<file path="config.mk">
export PLATFORM = sky130hd
export DESIGN_NAME = vna_ctrl
export DESIGN_NICKNAME = d
export VERILOG_FILES = /design/src/rtl/vna_pkg.sv /design/src/rtl/vna_ctrl.sv
export SDC_FILE = /design/constraint.sdc
export NUM_CORES = 1
export LEC_CHECK = 0
export BUFFER_PORTS_ARGS = -buffer_cell sky130_fd_sc_hd__buf_2
export CORE_ASPECT_RATIO = 1.4
export CORE_UTILIZATION = 50
export CTS_CLUSTER_DIAMETER = 80
export DETAILED_ROUTE_END_ITERATION = 12
export HOLD_SLACK_MARGIN = 0.03
export PLACE_DENSITY = 0.84
export SYNTH_ARGS = -nofsm -noshare
export SYNTH_HDL_FRONTEND = slang
export SYNTH_SLANG_ARGS = --single-unit
</file>
<file path="constraint.sdc">
create_clock -name clk_i -period 2.4 [get_ports clk_i]
set_input_delay 0.48 -clock clk_i [delete_from_list [all_inputs] [get_ports clk_i]]
set_output_delay 0.48 -clock clk_i [all_outputs]
set_load 0.01 [all_outputs]
</file>
<file path="src/rtl/vna_pkg.sv">
// Shared types and constants for the vertex normal accumulator.
// Used by vna_ctrl, vna_datapath and vertex_normal_accumulator; no dependencies.
`default_nettype none
package vna_pkg;

  localparam int MAX_VERTICES = 1024;
  localparam int IDX_W        = $clog2(MAX_VERTICES);
  localparam int COORD_W      = 24;
  localparam int EDGE_W       = COORD_W + 1;
  localparam int CROSS_W      = 2 * EDGE_W + 1;
  localparam int ACC_W        = 32;
  localparam int OUT_W        = 32;
  localparam int MUL_W        = 32;
  localparam int NORM_HI      = 31;  // normalized magnitudes lie in [2^30, 2^31)
  localparam int FRAC_W       = 16;
  localparam int QUO_W        = FRAC_W + 1;
  localparam int UNIT_W       = QUO_W + 1;
  localparam int REM_W        = NORM_HI + FRAC_W + 1;
  localparam int SQ_W         = 64;
  localparam int SQRT_STEPS   = SQ_W / 2;
  localparam int CROSS_STEPS  = 6;
  localparam int KIND_W       = 2;
  localparam int CNT_W        = 5;

  localparam logic [KIND_W-1:0] KIND_WRITE = 2'd0;
  localparam logic [KIND_W-1:0] KIND_FACE  = 2'd1;
  localparam logic [KIND_W-1:0] KIND_READ  = 2'd2;

  typedef enum logic [3:0] {
    DP_NOP, DP_CLEAR, DP_TAKE, DP_WR_VERT, DP_LD_VERT, DP_CROSS, DP_CHECK,
    DP_NORM, DP_SQUARE, DP_SQRT_INIT, DP_SQRT, DP_DIV_INIT, DP_DIV,
    DP_DIV_STORE, DP_NRM_WR, DP_OUT_LOAD
  } dp_op_e;

  typedef enum logic [4:0] {
    S_CLEAR, S_IDLE, S_WV, S_NRD, S_NOUT, S_FRD, S_FLD, S_CROSS, S_CHK,
    S_NORM, S_SQ, S_SQI, S_SQRT, S_DIVI, S_DIV, S_DST, S_URD, S_UWR
  } ctrl_state_e;

  typedef struct packed {
    dp_op_e           op;
    logic [1:0]       sel;
    logic [CNT_W-1:0] cnt;
    logic             use_item;
    logic [IDX_W-1:0] clr_addr;
  } dp_cmd_t;

  typedef struct packed {
    logic m_zero;
    logic norm_ok;
    logic can_load;
  } dp_sts_t;

endpackage
`default_nettype wire

</file>
<file path="src/rtl/vna_ctrl.sv">
// Sequencer for the vertex normal accumulator: clearing pass, item decode,
// face normal steps and corner updates. Depends on vna_pkg.
`default_nettype none
module vna_ctrl (
  input  wire logic                         clk_i,
  input  wire logic                         rst_ni,
  input  wire logic                         in_valid_i,
  output logic                              in_stall_o,
  input  wire logic [vna_pkg::KIND_W-1:0]   kind_i,
  input  wire vna_pkg::dp_sts_t             sts_i,
  output vna_pkg::dp_cmd_t                  cmd_o
);

  vna_pkg::ctrl_state_e state_q, state_d;
  logic [1:0]                sel_q, sel_d;
  logic [vna_pkg::CNT_W-1:0] cnt_q, cnt_d;
  logic [vna_pkg::IDX_W-1:0] clr_q;
  logic sel_last;

  assign sel_last = (sel_q == 2'd2);

  always_comb begin
    state_d = state_q;
    case (state_q)
      vna_pkg::S_CLEAR: if (&clr_q) state_d = vna_pkg::S_IDLE;
      vna_pkg::S_IDLE: begin
        if (in_valid_i) begin
          case (kind_i)
            vna_pkg::KIND_WRITE: state_d = vna_pkg::S_WV;
            vna_pkg::KIND_FACE:  state_d = vna_pkg::S_FRD;
            vna_pkg::KIND_READ:  state_d = vna_pkg::S_NRD;
            default:             state_d = vna_pkg::S_IDLE;
          endcase
        end
      end
      vna_pkg::S_WV:    state_d = vna_pkg::S_IDLE;
      vna_pkg::S_NRD:   state_d = vna_pkg::S_NOUT;
      vna_pkg::S_NOUT:  if (sts_i.can_load) state_d = vna_pkg::S_IDLE;
      vna_pkg::S_FRD:   state_d = vna_pkg::S_FLD;
      vna_pkg::S_FLD:   state_d = sel_last ? vna_pkg::S_CROSS : vna_pkg::S_FRD;
      vna_pkg::S_CROSS:
        if (cnt_q == vna_pkg::CNT_W'(vna_pkg::CROSS_STEPS - 1)) state_d = vna_pkg::S_CHK;
      vna_pkg::S_CHK:   state_d = sts_i.m_zero ? vna_pkg::S_IDLE : vna_pkg::S_NORM;
      vna_pkg::S_NORM:  if (sts_i.norm_ok) state_d = vna_pkg::S_SQ;
      vna_pkg::S_SQ:    if (cnt_q == vna_pkg::CNT_W'(2)) state_d = vna_pkg::S_SQI;
      vna_pkg::S_SQI:   state_d = vna_pkg::S_SQRT;
      vna_pkg::S_SQRT:
        if (cnt_q == vna_pkg::CNT_W'(vna_pkg::SQRT_STEPS - 1)) state_d = vna_pkg::S_DIVI;
      vna_pkg::S_DIVI:  state_d = vna_pkg::S_DIV;
      vna_pkg::S_DIV:
        if (cnt_q == vna_pkg::CNT_W'(vna_pkg::QUO_W - 1)) state_d = vna_pkg::S_DST;
      vna_pkg::S_DST:   state_d = sel_last ? vna_pkg::S_URD : vna_pkg::S_DIVI;
      vna_pkg::S_URD:   state_d = vna_pkg::S_UWR;
      vna_pkg::S_UWR:   state_d = sel_last ? vna_pkg::S_IDLE : vna_pkg::S_URD;
      default:          state_d = vna_pkg::S_IDLE;
    endcase
  end

  // counters: corner select and step count
  always_comb begin
    sel_d = sel_q;
    cnt_d = cnt_q;
    case (state_q)
      vna_pkg::S_IDLE: begin
        sel_d = '0;
        cnt_d = '0;
      end
      vna_pkg::S_FLD, vna_pkg::S_DST, vna_pkg::S_UWR: sel_d = sel_last ? 2'd0 : sel_q + 2'd1;
      vna_pkg::S_CROSS, vna_pkg::S_SQ, vna_pkg::S_SQRT, vna_pkg::S_DIV:
        cnt_d = (state_d == state_q) ? cnt_q + vna_pkg::CNT_W'(1) : '0;
      default: ;
    endcase
  end

  always_comb begin
    cmd_o.op       = vna_pkg::DP_NOP;
    cmd_o.sel      = sel_q;
    cmd_o.cnt      = cnt_q;
    cmd_o.use_item = (state_q == vna_pkg::S_NRD) || (state_q == vna_pkg::S_NOUT);
    cmd_o.clr_addr = clr_q;
    in_stall_o     = (state_q != vna_pkg::S_IDLE);
    case (state_q)
      vna_pkg::S_CLEAR: cmd_o.op = vna_pkg::DP_CLEAR;
      vna_pkg::S_IDLE:  cmd_o.op = in_valid_i ? vna_pkg::DP_TAKE : vna_pkg::DP_NOP;
      vna_pkg::S_WV:    cmd_o.op = vna_pkg::DP_WR_VERT;
      vna_pkg::S_NOUT:  cmd_o.op = sts_i.can_load ? vna_pkg::DP_OUT_LOAD : vna_pkg::DP_NOP;
      vna_pkg::S_FLD:   cmd_o.op = vna_pkg::DP_LD_VERT;
      vna_pkg::S_CROSS: cmd_o.op = vna_pkg::DP_CROSS;
      vna_pkg::S_CHK:   cmd_o.op = vna_pkg::DP_CHECK;
      vna_pkg::S_NORM:  cmd_o.op = vna_pkg::DP_NORM;
      vna_pkg::S_SQ:    cmd_o.op = vna_pkg::DP_SQUARE;
      vna_pkg::S_SQI:   cmd_o.op = vna_pkg::DP_SQRT_INIT;
      vna_pkg::S_SQRT:  cmd_o.op = vna_pkg::DP_SQRT;
      vna_pkg::S_DIVI:  cmd_o.op = vna_pkg::DP_DIV_INIT;
      vna_pkg::S_DIV:   cmd_o.op = vna_pkg::DP_DIV;
      vna_pkg::S_DST:   cmd_o.op = vna_pkg::DP_DIV_STORE;
      vna_pkg::S_UWR:   cmd_o.op = vna_pkg::DP_NRM_WR;
      default:          cmd_o.op = vna_pkg::DP_NOP;
    endcase
  end

  always_ff @(posedge clk_i or negedge rst_ni) begin
    if (!rst_ni) begin
      state_q <= vna_pkg::S_CLEAR;
      sel_q   <= '0;
      cnt_q   <= '0;
      clr_q   <= '0;
    end else begin
      state_q <= state_d;
      sel_q   <= sel_d;
      cnt_q   <= cnt_d;
      if (state_q == vna_pkg::S_CLEAR) clr_q <= clr_q + vna_pkg::IDX_W'(1);
    end
  end

  a_no_take_in_clear: assert property (@(posedge clk_i) disable iff (!rst_ni)
    state_q == vna_pkg::S_CLEAR |-> in_stall_o)
    else $error("item taken during clearing pass");
  a_sel_range: assert property (@(posedge clk_i) disable iff (!rst_ni)
    sel_q != 2'd3)
    else $error("corner select out of range");
  a_face_ends_idle: assert property (@(posedge clk_i) disable iff (!rst_ni)
    state_q == vna_pkg::S_UWR && sel_last |=> state_q == vna_pkg::S_IDLE)
    else $error("face update did not return to idle");

endmodule
`default_nettype wire

</file>
After elaboration in Yosys (flattened, before gate mapping) --
Index checks and enable logic that the tools add are counted.
Operators by class: $add $sub $neg 3, multipliers 0, div/mod/pow operators 0, $lt $le $gt $ge 0, eq/ne operators 26, shifts and indexed selects 0, muxes and demuxes 21, bitwise logic cells 0, reduce and logical (&&, ||, !) cells 8
Operator list (number):
- 5-bit one-hot mux with 17 select lines | 1
- 4-bit one-hot mux with 15 select lines | 1
- 5-bit two-way mux | 11
- 5-bit by 4-bit == test with 1-bit output (second input constant) | 8
- 5-bit by 3-bit == test with 1-bit output (second input constant) | 5
- 5-bit == test (second input constant) | 4
- 5-bit by 2-bit == test with 1-bit output (second input constant) | 3
- 10-bit by 1-bit adder with 10-bit output (second input constant) | 1
- 5-bit one-hot mux with 2 select lines | 1
- 10-bit AND reduction | 1
- 3-bit one-hot mux with 3 select lines | 1
- 4-bit two-way mux | 2
- 2-bit two-way mux | 3
- 5-bit by 1-bit adder with 5-bit output (second input constant) | 1
- 5-bit by 1-bit == test with 1-bit output (second input constant) | 1
- 5-bit == test | 1
- 5-bit zero test | 1
- 5-bit by 1-bit != test with 1-bit output (second input constant) | 1
- 2-bit == test (second input constant) | 2
- 2-bit one-hot mux with 2 select lines | 1
- 2-bit nonzero test | 2
- 4-bit OR reduction | 1
- 3-bit OR reduction | 1
- 2-bit by 1-bit adder with 2-bit output (second input constant) | 1
- 3 further kinds | 3
Storage, ports and cells: flip-flop bits (word level) 22, bits in latches 0, bits in writable memories 0, bits in read-only memories 0, bits of input ports 8, output and inout bits 23, word-level logic and storage cells 62, memories kept 0

Longest topological paths before layout --
depth in word-level cells 7, gate-level depth with buffers 10

Least setup slack after synthesis --
No wires, ideal clock.
kind reg2reg, start point register cnt_q[0] in the netlist's numbering, end point register cnt_q[3] in the netlist's numbering, setup time 66 ps, arrival time 2265 ps, required time 2334 ps, setup slack 69 ps, stages on the path, launching flop included 11, buffers on the path 0, period minus slack after synthesis 2331 ps, path through dfrtp_1 > ha_1 > and3_1 > ha_1 > nand3b_1 > a2111oi_2 > nor3_1 > a31o_1 > a211oi_4 > a21o_1 > a22o_1
Between the ends: longest elaborated chain between the ends 6, elaborated cells between the ends (all ways) 13, those cells by class add/sub: 1; eq/ne: 5; mux: 7
RTL lines:
- from (decl) | RTL line vna_ctrl.sv:16 | logic [vna_pkg::CNT_W-1:0] cnt_q, cnt_d;
- from (signal assigned) | RTL line vna_ctrl.sv:111 | cnt_q <= cnt_d;
- 5-bit == test (tied with other cells) | RTL line vna_ctrl.sv:51 | if (cnt_q == vna_pkg::CNT_W'(vna_pkg::QUO_W - 1)) state_d = vna_pkg::S_DST;
- 5-bit two-way mux (on tied branches)
- 5-bit one-hot mux with 17 select lines | RTL line vna_ctrl.sv:24 | case (state_q)
- 5-bit == test | RTL line vna_ctrl.sv:70 | cnt_d = (state_d == state_q) ? cnt_q + vna_pkg::CNT_W'(1) : '0;
- 5-bit two-way mux (*) | RTL line vna_ctrl.sv:70
- 5-bit one-hot mux with 2 select lines (*) | RTL line vna_ctrl.sv:63 | case (state_q)
Every way passes the cells marked *; elsewhere a longest branch is shown, timed or not. A chain may end at the register's enable or synchronous reset.

Worst setup path after layout --
Same ends and word-level chain as after synthesis.

==> flow_summary.ini <==
[floorplan]
die_area_mm2 = 0.00365
die_w_um = 51.3
die_h_um = 71.1
num_rows = 24
initial_core_util_pct = 53.5
core-area_mm2 = 0.00318
ios = 31

[yosys]
ys_async_sr_fraction_pct = 100
synth-seq-area-share_pct = 32.3
synth-edff-count = 0
synth_top_area_share_pct = 32.3
synth_area_mm2 = 0.00170
ys_ff_latch = 22
ys_top_cells_by_area = dfrtp_1 32%, ha_1 4.4%, nand2_1 4.4%
synth_fp_nets = 209
synth_top_area_cell = dfrtp_1
yosysWarningCount = 0
postSynthAreaPerCell_um2 = 8.73
postSynthCellCount = 195
synth.distinct_cells = 56
synth_flop_cell = dfrtp_1

[routing]
drt_first_pass_iters = 4
avgRoutedWirePerCell_um = 16.9
ant_nets = 0
drcViolationCount = 0
drt_iter0_drc = 61
wirelength_mm = 4.79
via_count = 1719
post_drt_via_cell_ratio = 6.05

[layout]
finalNonFillerCells = 284
fin_nets = 260
area_delta_synth_final_pct = 28.9
num_antenna_cells = 0
finalCoreUtilization_pct = 69.0
drive_above_1_share_pct = 34.7

[global_route]
antenna_found_initial = 0
grt_max_degree = 30
grt_pass1_wl_mm = 7.19
grt-ovfl-total = 0
grtUsageTotal_pct = 25.9
grt_pass1_vias = 1574

[clock_network]
cts_tree = yes
cts.htree.levels = 1
clkTransAtPathRegs_ps = 80
postCtsHoldBufs = 0
clockBufferDepth = 2
numCtsBuffers = 3
cts.sinks = 22
root_buffer = clkbuf_8
clock_latency_ps = 270

[place]
dp_hpwl_mm = 3.08
place_congestion = 0.938
dp_cells = 271
io_buffer_count = 30

[timing]
tns_ps = -396
tightest_slew_ps = 499
min_period_over_period_pct = 105
fin_hold_ws_ps = 167
finalCriticalPeriod_ps = 2530
max_freq_ghz = 0.396
rsz0062_at_grt = true
maxSlewHeadroom_pct = 66.7
slew_violations = 0
setup_ws_ps = -128
finalHoldViolations = 0
setup_violations = 5
skew_ps = 3.79

[worst_setup_path]
r2r-end = cnt_q[3]
end_kind = flop
r2r_slack_ps = -130
crit_path_max_fanout = 3
r2r_start = cnt_q[0]
path_class = reg -> reg
arrival_ps = 2730
cp.required_ps = 2600
r2r_cells = 11
start_kind = flop

[power_and_ir_drop]
p_per_area_mw_per_mm2 = 820
leakagePower_uw = 0.00101
fin_total_pwr_uw = 1800
ir_drop_uv = 671

[run]
maxCapViolations = 0

[min_path]
hold_path_class = in -> async

[status]
violations = setup timing
status = complete, but fails checks
## worst max-delay path by stage
stage	from	end	slack, ps	cells past startpoint
2_1_floorplan	cnt_q[0]	cnt_q[3]	70	10
3_3_place_gp	state_q[2]	cnt_q[3]	100	8
3_5_place_dp	cnt_q[0]	cnt_q[2]	20	10
4_1_cts	state_q[3]	cnt_q[2]	0.06	9
5_1_grt	cnt_q[0]	cnt_q[3]	-200	11
6_report	cnt_q[0]	cnt_q[3]	-130	11
## cell type report
| type | count | area [µm²] |
|---|---|---|
| multi-input combinational | 151 | 1110 |
| fill | 272 | 987 |
| sequential | 22 | 554 |
| timing repair buffer | 58 | 373 |
| tap | 39 | 48.8 |
| clock buffer | 3 | 41.3 |
| inverter | 10 | 37.5 |
| clock inverter | 1 | 30.0 |
## metal layers
layer / global-route usage [%] / part of all wire (%)
met1: 31.7 / 39
met2: 43.0 / 51
met3: 3.01 / 4.7
met4: 15.0 / 6.1
met5: 0 / 0
## stage by stage
step,area (µm²),setup WS (ps)
after global placement,1980,97.0
final,2200,-128
after floorplan,1700,68.9
after detailed placement,1980,17.5
after global routing,2200,-203
after CTS,2090,0.0639
## timing repair
item                                    4_1_cts  5_1_grt
setup buffers                                 1        8
pin swaps                                     4        7
resized for setup                             6        9
endpoints found under the setup margin        5        8
## cell usage after synthesis (all sizes together), types with 3 or more instances
cell and n:
xnor2 7, nor2 19, nand2 20, a22o 4, buf 8, ha 6
xor2 4, a21oi 7, nand4 4, nand3b 3, o21ai 9, dfrtp 22
nand3 10, and4 3, nor3 7, or4b 3, inv 10, clkbuf 4
## report_power, final
group / internal, µW / leakage [µW] / switching, µW / total (µW)
logic: 441 / 0.000683 / 516 / 957
registers: 420 / 0.000296 / 75.2 / 495
clock network: 223 / 0.0000357 / 126 / 349
## flip-flops by register name, indices dropped and copies added, names as in the netlist
register / cells
clr_q: 10
state_q: 5
sel_q: 2
cnt_q: 5
## logic make-up after synthesis
kind of cell    synth area share [%]
simple gates                    28.5
compound gates                  20.4
buf+inv                         6.83
flops                           32.3
xor+xnor                        5.66
fa+ha+maj                       4.41
mux                             1.91
## cells in the final DEF (no fill, tap or decap), types with 3 or more instances in the layout
cell	count
nor2_1	19
buf_2	30
o21ai_0	9
xor2_1	3
nor3_2	3
nand3b_1	3
a21oi_1	7
dfrtp_2	3
clkbuf_8	3
buf_4	27
dfrtp_1	19
nor3_1	4
nand4_1	4
inv_1	10
xnor2_1	7
a22o_1	4
nand2_1	20
ha_1	4
nand3_1	10
## critical path, cell delays in order, from the launching register on
cell       delay, ps
dfrtp_1          360
ha_2             200
and3_4           200
ha_4             130
nand3b_1         130
a2111oi_4        420
nor3_2           130
a31o_1           230
a211oi_4         280
buf_4            170
a21o_1           100
a22o_1           110
Power figures use the tool's default switching activity.
